<file path="config.mk">
export PLATFORM = sky130hd
export DESIGN_NAME = row_argmax_argmin_nan_aware
export DESIGN_NICKNAME = d
export VERILOG_FILES = /design/src/rtl/ram_pkg.sv /design/src/rtl/row_argmax_argmin_nan_aware.sv
export VERILOG_INCLUDE_DIRS = /design/src /design/src/rtl
export SDC_FILE = /design/constraint.sdc
export NUM_CORES = 1
export LEC_CHECK = 0
export BUFFER_PORTS_ARGS = -buffer_cell sky130_fd_sc_hd__buf_4
export CORE_UTILIZATION = 60
export DETAILED_ROUTE_END_ITERATION = 10
export PLACE_DENSITY = 0.87
export SLEW_MARGIN = 10
export SYNTH_ARGS = -nofsm -noshare
export SYNTH_HDL_FRONTEND = slang
export SYNTH_SLANG_ARGS = --single-unit
</file>
<file path="constraint.sdc">
create_clock -name clock -period 11.75 [get_ports clock]
set_clock_uncertainty 0.1 [all_clocks]
set_input_delay 1.175 -clock clock [delete_from_list [all_inputs] [get_ports clock]]
set_output_delay 1.175 -clock clock [all_outputs]
set_load 0.05 [all_outputs]
</file>
<file path="src/rtl/row_argmax_argmin_nan_aware_macros.svh">
// Assertion macros shared by the row arg-max / arg-min block.
`ifndef ROW_ARGMAX_ARGMIN_NAN_AWARE_MACROS_SVH
`define ROW_ARGMAX_ARGMIN_NAN_AWARE_MACROS_SVH
// Same-cycle implication, checked outside reset.
`define RAM_ASSERT_NOW(lbl, clk, rst, ante, cons) \
   lbl: assert property (@(posedge clk) disable iff (rst) (ante) |-> (cons)) \
      else $error("assertion failed");
// Next-cycle implication, checked outside reset.
`define RAM_ASSERT_NEXT(lbl, clk, rst, ante, cons) \
   lbl: assert property (@(posedge clk) disable iff (rst) (ante) |=> (cons)) \
      else $error("assertion failed");
// Next-cycle implication that is also checked across reset.
`define RAM_ASSERT_ALWAYS_NEXT(lbl, clk, ante, cons) \
   lbl: assert property (@(posedge clk) (ante) |=> (cons)) \
      else $error("assertion failed");
`endif

</file>
<file path="src/rtl/ram_pkg.sv">
// Package with types, constants and compare functions of the row arg-max block.
`default_nettype none
package ram_pkg;
   localparam longint MAX_COLS = 65536;
   localparam logic [15:0] COL_CAP = (MAX_COLS - 1 > 65535) ? 16'hFFFF : 16'(MAX_COLS - 1);

   typedef enum logic [1:0] {
      REG_ORDER_MODE    = 2'd0,
      REG_NUMBER_FORMAT = 2'd1,
      REG_MERGE_ENABLE  = 2'd2
   } reg_index_type;

   // Keeps only the bits that the current format uses.
   function automatic logic [31:0] fmt_bits(input logic [31:0] raw, input logic single);
      fmt_bits = single ? raw : {16'h0000, raw[15:0]};
   endfunction

   function automatic logic is_nan(input logic [31:0] b, input logic single);
      if (single) begin
         is_nan = (b[30:23] == 8'hFF) && (b[22:0] != 23'd0);
      end else begin
         is_nan = (b[14:10] == 5'h1F) && (b[9:0] != 10'd0);
      end
   endfunction

   // True when a is strictly greater than b; neither may be NaN.
   // Both formats order like sign-magnitude integers, and the two zeros are equal.
   function automatic logic greater(input logic [31:0] a, input logic [31:0] b,
                                    input logic single);
      logic        sa;
      logic        sb;
      logic [30:0] ma;
      logic [30:0] mb;
      sa = single ? a[31] : a[15];
      sb = single ? b[31] : b[15];
      ma = single ? a[30:0] : {16'h0000, a[14:0]};
      mb = single ? b[30:0] : {16'h0000, b[14:0]};
      unique case ({sa, sb})
         2'b00:   greater = ma > mb;
         2'b11:   greater = ma < mb;
         2'b01:   greater = (ma != 31'd0) || (mb != 31'd0);
         default: greater = 1'b0;
      endcase
   endfunction

   function automatic logic better(input logic [31:0] a, input logic [31:0] b,
                                   input logic single, input logic minimum);
      better = minimum ? greater(b, a, single) : greater(a, b, single);
   endfunction
endpackage
`default_nettype wire

</file>
<file path="src/rtl/row_argmax_argmin_nan_aware.sv">
// Top level of the row arg-max / arg-min reduction with NaN propagation.
//
//  channel  direction  transfer when           payload
//  req      in         req_tvalid & tready     tdata, tlast = last element of row
//  rsp      out        rsp_tvalid & tready     tdata = value, index
//  csr      in         csr_valid & csr_ready   csr_index, csr_data[0]
//
// One element is taken each unstalled cycle; the kept value, index and column
// count update in the cycle of the transfer, and a row result is registered with
// its last element. A waiting result stalls input only while rsp_tready is low.
// Synchronous reset clears the registers, the row state and the result valid.
`default_nettype none
`include "row_argmax_argmin_nan_aware_macros.svh"
module row_argmax_argmin_nan_aware (
   input  wire logic        clock,
   input  wire logic        reset,
   input  wire logic        req_tvalid,
   output logic             req_tready,
   // [31:0] element_value, [63:32] prior_value, [79:64] prior_index
   input  wire logic [79:0] req_tdata,
   input  wire logic        req_tlast,
   output logic             rsp_tvalid,
   input  wire logic        rsp_tready,
   // [31:0] result_value, [47:32] result_index
   output logic [47:0]      rsp_tdata,
   input  wire logic        csr_valid,
   output logic             csr_ready,
   input  wire logic [1:0]  csr_index,
   input  wire logic [31:0] csr_data
);
   logic        order_mode_ff, number_format_ff, merge_enable_ff;
   logic [31:0] best_value_ff, best_value_in;
   logic [15:0] best_index_ff, best_index_in;
   logic [15:0] column_count_ff, column_count_in;
   logic        row_started_ff, row_started_in;
   logic        rsp_valid_ff, rsp_valid_in;
   logic [31:0] rsp_value_ff, rsp_value_in;
   logic [15:0] rsp_index_ff, rsp_index_in;
   logic        req_xfer;
   logic [31:0] elem, kept, prior;

   assign csr_ready  = 1'b1;
   assign req_tready = !rsp_valid_ff || rsp_tready;
   assign req_xfer   = req_tvalid && req_tready;
   assign rsp_tvalid = rsp_valid_ff;
   assign rsp_tdata  = {rsp_index_ff, rsp_value_ff};

   always_comb begin
      elem  = ram_pkg::fmt_bits(req_tdata[31:0], number_format_ff);
      prior = ram_pkg::fmt_bits(req_tdata[63:32], number_format_ff);
      kept  = ram_pkg::fmt_bits(best_value_ff, number_format_ff);
      best_value_in   = best_value_ff;
      best_index_in   = best_index_ff;
      column_count_in = column_count_ff;
      row_started_in  = row_started_ff;
      rsp_valid_in    = rsp_valid_ff && !rsp_tready;
      rsp_value_in    = rsp_value_ff;
      rsp_index_in    = rsp_index_ff;
      if (req_xfer) begin
         // The kept bits are trimmed to the current format only when an element arrives.
         best_value_in = kept;
         if (!row_started_ff) begin
            best_value_in   = elem;
            best_index_in   = 16'd0;
            column_count_in = 16'd0;
         end else if (!ram_pkg::is_nan(kept, number_format_ff) &&
                      (ram_pkg::is_nan(elem, number_format_ff) ||
                       ram_pkg::better(elem, kept, number_format_ff, order_mode_ff))) begin
            best_value_in = elem;
            best_index_in = column_count_ff;
         end
         if (column_count_in < ram_pkg::COL_CAP) begin
            column_count_in = column_count_in + 16'd1;
         end
         row_started_in = 1'b1;
         if (req_tlast) begin
            rsp_valid_in = 1'b1;
            rsp_value_in = best_value_in;
            rsp_index_in = best_index_in;
            // The prior wins only against a row result that is not NaN.
            if (merge_enable_ff && !ram_pkg::is_nan(best_value_in, number_format_ff) &&
                (ram_pkg::is_nan(prior, number_format_ff) ||
                 ram_pkg::better(prior, best_value_in, number_format_ff,
                                 order_mode_ff))) begin
               rsp_value_in = prior;
               rsp_index_in = req_tdata[79:64];
            end
            row_started_in  = 1'b0;
            column_count_in = 16'd0;
         end
      end
   end

   always_ff @(posedge clock) begin
      if (reset) begin
         order_mode_ff    <= 1'b0;
         number_format_ff <= 1'b0;
         merge_enable_ff  <= 1'b0;
         best_value_ff    <= 32'd0;
         best_index_ff    <= 16'd0;
         column_count_ff  <= 16'd0;
         row_started_ff   <= 1'b0;
         rsp_valid_ff     <= 1'b0;
      end else begin
         if (csr_valid) begin
            unique case (csr_index)
               ram_pkg::REG_ORDER_MODE:    order_mode_ff    <= csr_data[0];
               ram_pkg::REG_NUMBER_FORMAT: number_format_ff <= csr_data[0];
               ram_pkg::REG_MERGE_ENABLE:  merge_enable_ff  <= csr_data[0];
               default: ;
            endcase
         end
         best_value_ff   <= best_value_in;
         best_index_ff   <= best_index_in;
         column_count_ff <= column_count_in;
         row_started_ff  <= row_started_in;
         rsp_valid_ff    <= rsp_valid_in;
      end
      rsp_value_ff <= rsp_value_in;
      rsp_index_ff <= rsp_index_in;
   end

   `RAM_ASSERT_NEXT(a_last_gives_result, clock, reset, req_xfer && req_tlast, rsp_valid_ff)
   `RAM_ASSERT_NOW(a_idle_count_zero, clock, reset, !row_started_ff, column_count_ff == 16'd0)
   `RAM_ASSERT_NOW(a_half_upper_zero, clock, reset, rsp_valid_ff && !number_format_ff,
      rsp_value_ff[31:16] == 16'd0)
   `RAM_ASSERT_ALWAYS_NEXT(a_reset_clears, clock, reset, !rsp_valid_ff && !row_started_ff)
endmodule
`default_nettype wire

</file>
## Yosys cells after proc, flatten, opt, wreduce, memory -nomap -nowiden

Index checks and enable logic that the tools add are counted.

- Logic and storage cells: 132
- Flip-flop bits (word level): 117
- Input port bits: 120
- Output and inout port bits: 51

- Reduce and logical (&&, ||, !) cells: 43
- Order comparisons: 9
- $add $sub $neg: 1
- Eq/ne operators: 18
- Mux-type cells: 51

Operators by type and width:

| cell | count |
|---|---|
| 32-bit two-way mux | 7 |
| 31-bit > comparator | 4 |
| 31-bit less-than comparator | 4 |
| 31-bit two-way mux | 4 |
| 31-bit nonzero test | 4 |
| 16-bit two-way mux | 7 |
| 23-bit nonzero test | 4 |
| 10-bit nonzero test | 4 |
| 8-bit equality test (second input constant) | 4 |
| 1-bit two-way mux | 29 |
| 5-bit equality test (second input constant) | 4 |
| 16-bit by 1-bit adder with 16-bit output (second input constant) | 1 |
| 16-bit less-than comparator (second input constant) | 1 |
| 1-bit logical AND | 13 |
| 1-bit one-hot mux with 3 select lines | 4 |
| 2-bit by 1-bit equality test with 1-bit output (second input constant) | 5 |
| 2-bit equality test (second input constant) | 5 |
| 2-bit zero test | 5 |
| 2-bit AND reduction | 4 |
| 1-bit logical OR | 5 |
| 1-bit zero test | 4 |

## Longest topological paths before layout

Gate-level depths: netlist (run 1).

- Word-level depth: 23
- Depth in mapped cells: 33
- Gate-level depth less buffers: 24

## Worst setup path before layout (run 1)

Ideal clock, no wire load.

- Kind: reg2reg
- Start point: register number_format_ff
- End point: register rsp_value_ff[0], data pin
- Setup slack: 4.508 ns
- Setup time: 0.260 ns
- Period minus slack after synthesis: 7.242 ns
- Path buffers: 11
- Stages on the path, launching flop included: 31
- Arrival time: 6.882 ns
- Required time: 11.390 ns
- Cell sequence: dfxtp_1 -> buf_2 -> clkbuf_1 -> clkbuf_1 -> clkbuf_1 -> buf_1 -> clkbuf_1 -> nand2_1 -> ha_1 -> nand4_1 -> nor4_1 -> o21ai_0 -> a21oi_1 -> o31a_4 -> and2_4 -> buf_6 -> buf_2 -> buf_2 -> mux2i_1 -> ha_1 -> a21o_1 -> a21o_1 -> a221o_1 -> a31oi_1 -> o21ai_0 -> mux2_2 -> mux2_4 -> o21ai_2 -> buf_6 -> buf_8 -> mux2_4

- Longest elaborated chain between the ends: 23
- Elaborated cells on any way between the ends: 89
- Those cells by class: order compare (8); eq/ne (13); mux (41); reduce/logical (27)

RTL lines:

| item | line | RTL |
|---|---|---|
| start: declaration | row_argmax_argmin_nan_aware.sv:31 | `logic order_mode_ff, number_format_ff, merge_enable_ff;` |
| start signal: assignment | row_argmax_argmin_nan_aware.sv:108 | `ram_pkg::REG_NUMBER_FORMAT: number_format_ff <= csr_data[0];` |
| branches (longest 22 deep; another with 31-bit less-than comparator) | n/a |  |
| 32-bit two-way mux (*) | row_argmax_argmin_nan_aware.sv:81 | `if (merge_enable_ff && !ram_pkg::is_nan(best_value_in, number_format_ff) &&` |
| end signal: assignment | row_argmax_argmin_nan_aware.sv:119 | `rsp_value_ff <= rsp_value_in;` |
| end: declaration | row_argmax_argmin_nan_aware.sv:37 | `logic [31:0] rsp_value_ff, rsp_value_in;` |

Mark *: on every way between the ends. The select of a mux whose other input is x is not followed.
A chain may end at the register's enable or synchronous reset.

## Worst setup path after layout (run 1)

- Start point: register number_format_ff
- End point: register rsp_index_ff[15], data pin

- Longest elaborated chain between the ends: 23
- Elaborated cells on any way between the ends: 91
- Those cells by class: order compare (8); eq/ne (13); mux (43); reduce/logical (27)

RTL lines:

| item | line | RTL |
|---|---|---|
| branches (longest 22 deep; another with 31-bit less-than comparator) | n/a |  |
| 16-bit two-way mux (*) | row_argmax_argmin_nan_aware.sv:81 |  |
| end signal: assignment | row_argmax_argmin_nan_aware.sv:120 | `rsp_index_ff <= rsp_index_in;` |
| end: declaration | row_argmax_argmin_nan_aware.sv:38 | `logic [15:0] rsp_index_ff, rsp_index_in;` |

Marked as above.

==> summary.txt, run 1 <==
Outcome
  – Status: finished clean

Pwr
  – Pwr dens: 127 nW/um^2
  – Leak: 4.40 nW
  – Net Sw Power: 350 uW
  – Sw frac: 28.8%
  – Reg power frac: 37.5%
  – Clk pwr share: 42.7%
  – Logic pwr share: 19.8%
  – Total power: 1.22 mW
  – Int Pwr: 866 uW
  – IR drop worst, VDD: 100 uV

Logic synthesis
  – Synth warnings: 0
  – Synth unique cells: 64
  – #FFs+latches synth: 117
  – Sequential area share after synthesis: 35.5%
  – Top post-synthesis cells by count: nor2_1 (122), dfxtp_1 (69), nand2_1 (68), mux2i_1 (65), ha_1 (63)
  – Most common cell in the netlist: nor2_1
  – Post-Syn Nets: 1089
  – Yosys top cell area share: 18.1%
  – Post-Syn Instances: 906
  – Synth top area cells: edfxtp_1 (18%), dfxtp_1 (17%), ha_1 (9.9%), mux2i_1 (8.2%), nor2_1 (5.8%)
  – Main flop type after synthesis: dfxtp_1
  – Synthesized area per cell: 8.79 sq um
  – Synthesized cell area: 7960 sq um
  – Area leader, netlist: edfxtp_1
  – Async S/R FF share, synth: 0%
  – Post-synth EDFFs: 48

Route
  – Drc violations: 0
  – Starting DRT DRC Count: 886
  – Total number of vias: 7444
  – Pre-antenna DRT Iters: 6
  – Antenna-violating nets left: 0
  – Drt via density: 6.18
  – WL per Instance: 17.3 microns
  – DRT Wirelength: 20900 microns

Timing
  – RSZ-0062 raised after global routing: no
  – Part of the cycle the worst path needs: 67.6%
  – FMAX: 0.126 GHz
  – PnR worst setup slack: 3800 ps
  – Setup_tns: 0 ps
  – Pins Over Slew Limit: 0
  – Final period demand of the worst path: 7950 ps
  – Rel. slew slack: 25.0%
  – Slew @ Worst Pin: 1120 ps
  – Hold Vio Cnt, Final: 0
  – Count of endpoints failing setup in the final report: 0

Clock network
  – Post-CTS Setup Bufs: 0
  – CTS buffer count: 17
  – Root buffer cell: clkbuf_16
  – H-Tree Depth: 4
  – CTS sink count: 117
  – Clock tree buffer depth: 2
  – Clock transition at the registers of the reported paths: 50 ps
  – CTS Hold Buffers Added: 0
  – Clk_lat worst skew: 430 ps
  – CTS tree: yes
  – # resized after CTS: 0

Global routing
  – Antenna violations before repair: 0
  – First-pass GRT wire length: 33300 microns
  – Largest net degree at the start of global routing: 76
  – GRT Overall Usage: 31.7%
  – Number of global-route vias before repair: 7074
  – Total grt overflow: 0

Setup path
  – CP Launch Type: flip-flop
  – Worst r2r path cells: 23
  – Crit path max fanout: 61
  – Data arrival, critical path: 8020 ps
  – Crit path launch: number_format_ff$_SDFFE_PP0P_
  – FF-to-FF Start: number_format_ff$_SDFFE_PP0P_
  – CP required: 11830 ps
  – WS Path Type: flip-flop to flip-flop
  – Crit. End Element: flip-flop

Cells and area
  – N_diodes: 0
  – Net count, final: 1202
  – Finished Core Util: 75.1%
  – Final non-filler cell total: 1204
  – Share of post-route cells with drive strength above 1: 19.8%
  – Synthesis-to-finish area growth: 20.5%
  – # fillers: 927

Placed design
  – Number of I/O port buffers: 138
  – Placer congestion estimate: 0.939
  – HPWL Detailed: 14700 microns
  – Placed Cells: 1172
  – Setup WS pre-CTS: 3660 ps

Floorplanning
  – # rows: 41
  – Total I/O pin count: 171
  – Die X: 117 microns
  – Core area: 12800 sq um
  – DIE AREA: 13700 sq um
  – Die Y: 117 microns
  – Starting density of the core: 62.3%

Job
  – Max-Cap Viols: 0

Worst hold path
  – HP Class: flip-flop to flip-flop
  – Min-Delay Path Depth: 2
  – Hold path start: best_value_ff[31]$_SDFFE_PP0P_
-- metal layers --
layer | GRT usage [%] | vias to the layer above | wire (microns)
met3 | 7.00 | 61 | 1650
li1 | - | 3564 | -
met1 | 40.0 | 3431 | 8820
met2 | 52.2 | 388 | 9770
met4 | 13.5 | 0 | 614
met5 | 0 | - | 0
-- per-stage QoR --
stage                     hold slack, ps  instance area (sq um)
after floorplan                      354                   7960
after global placement               369                   9000
after detailed placement             393                   9000
after CTS                            401                   9600
after global routing                 433                   9600
final                                404                   9600
-- power by group through the flow --
stage | Clock [mW] | Combinational (mW) | Sequential [mW]
6_report | 0.519 | 0.240 | 0.456
5_1_grt | 0.538 | 0.261 | 0.458
4_1_cts | 0.521 | 0.238 | 0.456
3_5_place_dp | 0 | 0.234 | 0.464
3_3_place_gp | 0 | 0.228 | 0.463
2_1_floorplan | 0 | 0.136 | 0.486
-- kinds of logic (layout without fill, tap and decap cells) --
| kind of cell | Yosys count | count (layout) | synth area share, % |
|---|---|---|---|
| AOI/OAI and AO/OA | 195 | 195 | 16.2 |
| xor gates and xnor gates | 1 | 1 | 0.110 |
| adders and majority gates | 63 | 63 | 9.90 |
| buffers and inverters | 103 | 229 | 5.69 |
| DFF | 117 | 117 | 35.5 |
| muxes | 85 | 85 | 11.6 |
| other | 1 | 1 | 0.0471 |
| and+or+nand+nor | 341 | 341 | 21.0 |
-- state kept, by name (all words and copies together) (netlist names), 16 cells and up --
signal	flops
best_index_ff	16
rsp_index_ff	16
column_count_ff	16
best_value_ff	32
rsp_value_ff	32
-- cell type report --
type | instances | area, sq um | share of cell area, %
Clock inverter | 13 | 158 | 1.64
Clock buffer | 19 | 433 | 4.51
Inverter | 55 | 206 | 2.15
Sequential cell | 117 | 2820 | 29.4
Multi-Input combinational cell | 686 | 4690 | 48.9
Tap cell | 172 | 215 | 2.24
Timing Repair Buffer | 142 | 1070 | 11.1
-- critical path, cell delays in order (launching register included) --
cell and delay (ps):
dfxtp_2 420, buf_4 500, nand2_1 290, ha_1 370
nand4_1 170, nor4_1 450, o21ai_0 220, a21oi_1 260
o31a_4 210, and2_4 560, mux2i_1 270, ha_1 340
nor2b_1 160, o21ai_0 100, nand2b_1 80, a21oi_1 70
o21ai_0 230, a31oi_1 160, o21ai_0 510, mux2_2 410
mux2_4 300, o21ai_4 440, buf_4 610, mux2_2 410
-- worst paths after layout --
check	end	slack (ps)
setup / recovery	rsp_index_ff[15]$_DFFE_PP_	3800
setup reg to reg	rsp_index_ff[15]$_DFFE_PP_	3800
hold reg to reg	best_value_ff[31]$_SDFFE_PP0P_	400
hold / removal	best_value_ff[31]$_SDFFE_PP0P_	400
-- cells in the final DEF (no fill, tap or decap), types with 23 or more instances in the layout --
| cell | Yosys | routed |
|---|---|---|
| a21oi_1 | 62 | 62 |
| nand2_1 | 68 | 68 |
| nor4_1 | 23 | 23 |
| mux2i_1 | 65 | 65 |
| nor2_1 | 122 | 122 |
| dfxtp_1 | 69 | 68 |
| inv_1 | 55 | 54 |
| a211oi_1 | 32 | 32 |
| ha_1 | 63 | 63 |
| o21ai_0 | 27 | 27 |
| buf_4 | 1 | 142 |
| nand4_1 | 29 | 29 |
| edfxtp_1 | 48 | 48 |
Note: power is estimated with default switching activity, not from simulation.
==> run 2: changes to the inputs <==
--- a/config.mk
+++ b/config.mk
@@ -6,10 +6,11 @@
 export SDC_FILE = /design/constraint.sdc
 export NUM_CORES = 1
 export LEC_CHECK = 0
+export ABC_AREA = 1
 export BUFFER_PORTS_ARGS = -buffer_cell sky130_fd_sc_hd__buf_4
-export CORE_UTILIZATION = 60
+export CORE_UTILIZATION = 51
 export DETAILED_ROUTE_END_ITERATION = 10
-export PLACE_DENSITY = 0.87
+export PLACE_DENSITY = 0.78
 export SLEW_MARGIN = 10
 export SYNTH_ARGS = -nofsm -noshare
 export SYNTH_HDL_FRONTEND = slang
==> constraint.sdc (replaced) <==
create_clock -name clock -period 6.98 [get_ports clock]
set_clock_uncertainty 0.1 [all_clocks]
set_input_delay 0.698 -clock clock [delete_from_list [all_inputs] [get_ports clock]]
set_output_delay 0.698 -clock clock [all_outputs]
set_load 0.05 [all_outputs]
==> summary.txt, run 2 <==
Clock network
  – Clk_lat worst skew: 430 ps
  – CTS Hold Buffers Added: 0
  – # resized after CTS: 0
  – Root buffer cell: clkbuf_16
  – H-Tree Depth: 4
  – Clock tree buffer depth: 2
  – CTS tree: yes
  – Post-CTS Setup Bufs: 0
  – CTS buffer count: 17
  – CTS sink count: 117
  – Clock transition at the registers of the reported paths: 60 ps

Timing
  – Count of endpoints failing setup in the final report: 0
  – Final period demand of the worst path: 6150 ps
  – Hold Vio Cnt, Final: 0
  – PnR worst setup slack: 828 ps
  – Hold_ws: 366 ps
  – RSZ-0062 raised after global routing: no
  – Part of the cycle the worst path needs: 88.1%
  – Slew @ Worst Pin: 1170 ps
  – Pins Over Slew Limit: 0
  – Setup_tns: 0 ps
  – Rel. slew slack: 21.9%
  – FMAX: 0.163 GHz

Global routing
  – Number of global-route vias before repair: 7573
  – Total grt overflow: 0
  – First-pass GRT wire length: 37700 microns
  – GRT Overall Usage: 28.7%
  – Antenna violations before repair: 0
  – Largest net degree at the start of global routing: 54

Setup path
  – CP Launch Type: flip-flop
  – Crit. End Element: flip-flop
  – FF-to-FF Start: number_format_ff$_SDFFE_PP0P_
  – WS Path Type: flip-flop to flip-flop
  – Most used cell along the critical path: nand2_1
  – Crit path launch: number_format_ff$_SDFFE_PP0P_
  – Reg2reg setup slack: 830 ps
  – CP required: 7170 ps
  – Crit path largest cell delay: 810 ps
  – Data arrival, critical path: 6340 ps
  – Crit path max fanout: 48
  – R2R Path End: rsp_value_ff[16]$_DFFE_PP_
  – Critical Path End: rsp_value_ff[16]$_DFFE_PP_
  – Slowest cell on the critical path: dfxtp_2
  – Worst r2r path cells: 38

Floorplanning
  – # rows: 46
  – Starting density of the core: 52.6%
  – Total I/O pin count: 171
  – Core area: 15900 sq um
  – Die Y: 130 microns
  – Die X: 130 microns
  – DIE AREA: 17000 sq um

Cells and area
  – Commonest non-fill, non-tap cell in the layout: nand2_1
  – Synthesis-to-finish area growth: 21.4%
  – # fillers: 1442
  – Biggest regs: best_value_ff (32), rsp_value_ff (32)
  – Sequential Area: 2820 sq um
  – Share of post-route cells with drive strength above 1: 13.7%
  – Net count, final: 1558
  – Commonest non-fill, non-tap cells in the layout: nand2_1 (368), inv_1 (210), buf_4 (151), nand3_1 (107), a21oi_1 (81)
  – Design area: 10200 sq um
  – N_diodes: 0
  – Area of the multi-input gates: 4520 sq um

Worst hold path
  – HP Class: flip-flop to flip-flop

Logic synthesis
  – Post-synth EDFFs: 48
  – #FFs+latches synth: 117
  – Async S/R FF share, synth: 0%
  – Top post-synthesis cells by count: nand2_1 (368), inv_1 (210), nand3_1 (108), a21oi_1 (81), nor2_1 (70)
  – Synthesized area per cell: 6.66 sq um
  – Synth top area cells: edfxtp_1 (17%), dfxtp_1 (16%), nand2_1 (16%), ha_1 (9.4%), inv_1 (9.4%)
  – Main flop type after synthesis: dfxtp_1
  – Synth unique cells: 37
  – Synthesized cell area: 8380 sq um
  – Post-Syn Instances: 1259
  – Synth warnings: 0
  – Most common cell in the netlist: nand2_1
  – Area leader, netlist: edfxtp_1
  – Post-Syn Nets: 1442
  – Yosys top cell area share: 17.2%
  – Sequential area share after synthesis: 33.7%

Route
  – WL per Instance: 14.7 microns
  – Drc violations: 0
  – DRT Wirelength: 23600 microns
  – Drt via density: 5.41
  – Total number of vias: 8674
  – Starting DRT DRC Count: 846
  – Antenna-violating nets left: 0
  – Pre-antenna DRT Iters: 6

Placed design
  – Setup WS pre-CTS: 1000 ps
  – Placer congestion estimate: 0.923
  – HPWL Detailed: 17500 microns
  – Number of I/O port buffers: 138
  – Dpl cell area: 9560 sq um

Pwr
  – Leak: 5.45 nW
  – IR drop worst, VDD: 202 uV
  – Total power: 2.25 mW
  – Pwr dens: 221 nW/um^2

Job
  – Max-Cap Viols: 0

Outcome
  – Status: finished clean
run 2: cell count changes after synthesis, moves of 29 or more:
cell,delta
a211oi_1,-29
inv_1,+155
nand3_1,+95
nand2_1,+300
mux2i_1,-65
nor2_1,-52
run 2: worst max-delay path: cells and delay by family (launching register included):
family / cells / cell delay [ps]
simple gates: 24 / 2240
compound gates: 8 / 1360
buf+inv: 4 / 900
flops: 1 / 810
fa+ha+maj: 2 / 560
run 2: metal layers:
layer | global-route usage [%] | up-vias | wire, microns
li1 | - | 4346 | -
met4 | 7.46 | 0 | 301
met3 | 5.82 | 32 | 2260
met2 | 42.7 | 437 | 10100
met5 | 0 | - | 0
met1 | 41.9 | 3859 | 10900
run 2: worst min-delay path by stage:
| stage | from | to | cells past startpoint |
|---|---|---|---|
| floorplan | merge_enable_ff$_SDFFE_PP0P_ | merge_enable_ff$_SDFFE_PP0P_ | 2 |
| global placement | column_count_ff[15]$_SDFFE_PP0P_ | column_count_ff[15]$_SDFFE_PP0P_ | 2 |
| detailed placement | column_count_ff[5]$_SDFFE_PP0P_ | column_count_ff[5]$_SDFFE_PP0P_ | 2 |
| CTS | column_count_ff[5]$_SDFFE_PP0P_ | column_count_ff[5]$_SDFFE_PP0P_ | 2 |
| global route | column_count_ff[12]$_SDFFE_PP0P_ | column_count_ff[12]$_SDFFE_PP0P_ | 2 |
| finish | column_count_ff[9]$_SDFFE_PP0P_ | column_count_ff[9]$_SDFFE_PP0P_ | 2 |
run 2: final cells by class:
type / instances / area share, %
timing repair buffer: 152 / 11.3
multi-input combinational: 876 / 44.4
tap: 216 / 2.65
sequential: 117 / 27.7
inverter: 211 / 7.78
clock inverter: 12 / 1.34
clock buffer: 20 / 4.81
run 2: cells by family (layout without fill, tap and decap cells):
| kind of cell | Yosys count | in the layout | share of synthesized area (%) |
|---|---|---|---|
| xor+xnor | 5 | 5 | 0.522 |
| fa+ha+maj | 63 | 63 | 9.40 |
| buf+inv | 266 | 395 | 12.7 |
| compound gates | 185 | 185 | 12.2 |
| other cells | 1 | 1 | 0.0447 |
| flops | 117 | 117 | 33.7 |
| simple gates | 622 | 622 | 31.5 |
run 2: stage by stage:
step | utilization [%] | cells
finish | 63.9 | 1604
floorplan | - | 1259
CTS | 63.9 | 1604
global placement | 59.9 | 1572
detailed placement | 59.9 | 1572
global route | 63.9 | 1604
run 2: power breakdown:
part / switching [mW] / internal, mW / leakage [nW]
Sequential: 0.0193 / 0.759 / 1.03
Combinational: 0.370 / 0.176 / 4.11
Clock: 0.342 / 0.582 / 0.308
==> run 3: changes to the inputs <==
--- a/config.mk
+++ b/config.mk
@@ -8,9 +8,9 @@
 export LEC_CHECK = 0
 export ABC_AREA = 1
 export BUFFER_PORTS_ARGS = -buffer_cell sky130_fd_sc_hd__buf_4
-export CORE_UTILIZATION = 51
+export CORE_UTILIZATION = 35
 export DETAILED_ROUTE_END_ITERATION = 10
-export PLACE_DENSITY = 0.78
+export HOLD_SLACK_MARGIN = 0.06
 export SLEW_MARGIN = 10
 export SYNTH_ARGS = -nofsm -noshare
 export SYNTH_HDL_FRONTEND = slang
==> summary.txt, run 3 (synthesis gave the netlist of run 2 again) <==
Global routing
  – Antenna violations before repair: 0
  – Largest net degree at the start of global routing: 64
  – Number of global-route vias before repair: 7728
  – First-pass GRT wire length: 40000 microns
  – Total grt overflow: 0
  – GRT Overall Usage: 21.0%

Clock network
  – CTS sink count: 117
  – CTS buffer count: 17
  – Clock tree buffer depth: 2
  – CTS tree: yes
  – H-Tree Depth: 4
  – Clock transition at the registers of the reported paths: 60 ps
  – Root buffer cell: clkbuf_16
  – Post-CTS Setup Bufs: 0
  – Clk_lat worst skew: 430 ps
  – CTS Hold Buffers Added: 0
  – # resized after CTS: 0

Cells and area
  – Final non-filler cell total: 1710
  – N_diodes: 0
  – Synthesis-to-finish area growth: 23.3%
  – Net count, final: 1561
  – Commonest non-fill, non-tap cells in the layout: nand2_1 (368), inv_1 (210), buf_4 (155), nand3_1 (107), a21oi_1 (81)
  – Share of post-route cells with drive strength above 1: 13.9%
  – Biggest regs: best_value_ff (32), rsp_value_ff (32)
  – Commonest non-fill, non-tap cell in the layout: nand2_1

Setup path
  – Critical path's top delay family: simple AND/OR/NAND/NOR gates
  – WS Path Type: flip-flop to flip-flop
  – Crit path max fanout: 34
  – CP required: 7170 ps
  – Most used cell along the critical path: nand2_1
  – Crit path largest cell delay: 730 ps
  – CP Launch Type: flip-flop
  – Data arrival, critical path: 6410 ps
  – Critical path buffers and inverters: 3
  – Crit. End Element: flip-flop
  – Slowest cell on the critical path: dfxtp_2

Placed design
  – Number of I/O port buffers: 138
  – HPWL Detailed: 19500 microns
  – Setup WS pre-CTS: 790 ps
  – Placer congestion estimate: 0.900
  – Placed Cells: 1678

Route
  – WL per Instance: 14.7 microns
  – Pre-antenna DRT Iters: 7
  – DRT Wirelength: 25100 microns
  – Antenna-violating nets left: 0
  – Starting DRT DRC Count: 623
  – Total number of vias: 8498
  – Drt via density: 4.97
  – Drc violations: 0

Floorplanning
  – Die Y: 157 microns
  – # rows: 56
  – Die X: 157 microns
  – Starting density of the core: 35.7%
  – DIE AREA: 24600 sq um
  – Core area: 23500 sq um
  – Total I/O pin count: 171

Job
  – Max-Cap Viols: 0

Timing
  – Count of endpoints failing setup in the final report: 0
  – Hold Vio Cnt, Final: 0
  – Rel. slew slack: 24.8%
  – Final period demand of the worst path: 6220 ps
  – Part of the cycle the worst path needs: 89.1%
  – PnR worst setup slack: 760 ps
  – RSZ-0062 raised after global routing: no
  – Setup_tns: 0 ps
  – Pins Over Slew Limit: 0
  – FMAX: 0.161 GHz
  – Slew @ Worst Pin: 1130 ps

Outcome
  – Status: finished clean

Pwr
  – Pwr dens: 221 nW/um^2
  – IR drop worst, VDD: 175 uV
  – Leak: 5.47 nW

Worst hold path
  – HP Class: flip-flop to flip-flop
-- run 3: cell types whose count changed in the layout (fill, tap and decap cells not counted), sizes merged --
cell    delta
buf        +3
clkinv     +1
inv        -4
clkbuf     +3
-- run 3: worst register-to-register path, delay by kind of cell (launching register included) --
| kind | cells | cell delay (ps) |
|---|---|---|
| AO/OA/AOI/OAI | 6 | 970 |
| AND/OR/NAND/NOR | 27 | 2950 |
| flip-flops | 1 | 730 |
| adder cells (fa/ha/maj) | 2 | 640 |
| buffers and inverters | 3 | 680 |
-- run 3: where the power goes --
part | internal (mW) | total (mW) | switching (mW) | leakage, nW
clock | 0.613 | 0.953 | 0.341 | 0.318
combinational | 0.176 | 0.551 | 0.375 | 4.12
sequential | 0.759 | 0.778 | 0.0185 | 1.03
total | 1.55 | 2.28 | 0.734 | 5.47
-- run 3: cell type report --
type / instances / area (sq um)
clock buffer: 23 / 536
clock inverter: 9 / 110
fill: 2471 / 13100
inverter: 211 / 792
multi-input combinational: 876 / 4520
sequential: 117 / 2820
tap: 319 / 399
timing repair buffer: 155 / 1160
-- run 3: final timing paths --
check,slack (ps),cells past startpoint,start,to
worst min register to register,370,2,column_count_ff[14]$_SDFFE_PP0P_,column_count_ff[14]$_SDFFE_PP0P_
worst min-delay path,370,2,column_count_ff[14]$_SDFFE_PP0P_,column_count_ff[14]$_SDFFE_PP0P_
worst max register to register,760,38,number_format_ff$_SDFFE_PP0P_,rsp_value_ff[27]$_DFFE_PP_
worst max-delay path,760,38,number_format_ff$_SDFFE_PP0P_,rsp_value_ff[27]$_DFFE_PP_
-- run 3: metal layers --
metal / up-vias / GRT usage (%) / wire length [microns]
met3: 36 / 3.57 / 1800
met5: - / 0 / 0
met4: 0 / 7.10 / 501
li1: 4354 / - / -
met1: 3822 / 31.2 / 12700
met2: 286 / 30.3 / 10200
-- run 3: through the flow --
step           utilization (%)  power, mW  area, sq um  hold WS, ps
6_report                  44.1       2.28        10300          366
5_1_grt                   44.1       2.39        10300          380
4_1_cts                   44.1       2.29        10300          367
3_5_place_dp              41.3       1.34         9690          357
3_3_place_gp              41.3       1.33         9690          354
2_1_floorplan                -       1.16         8380          324
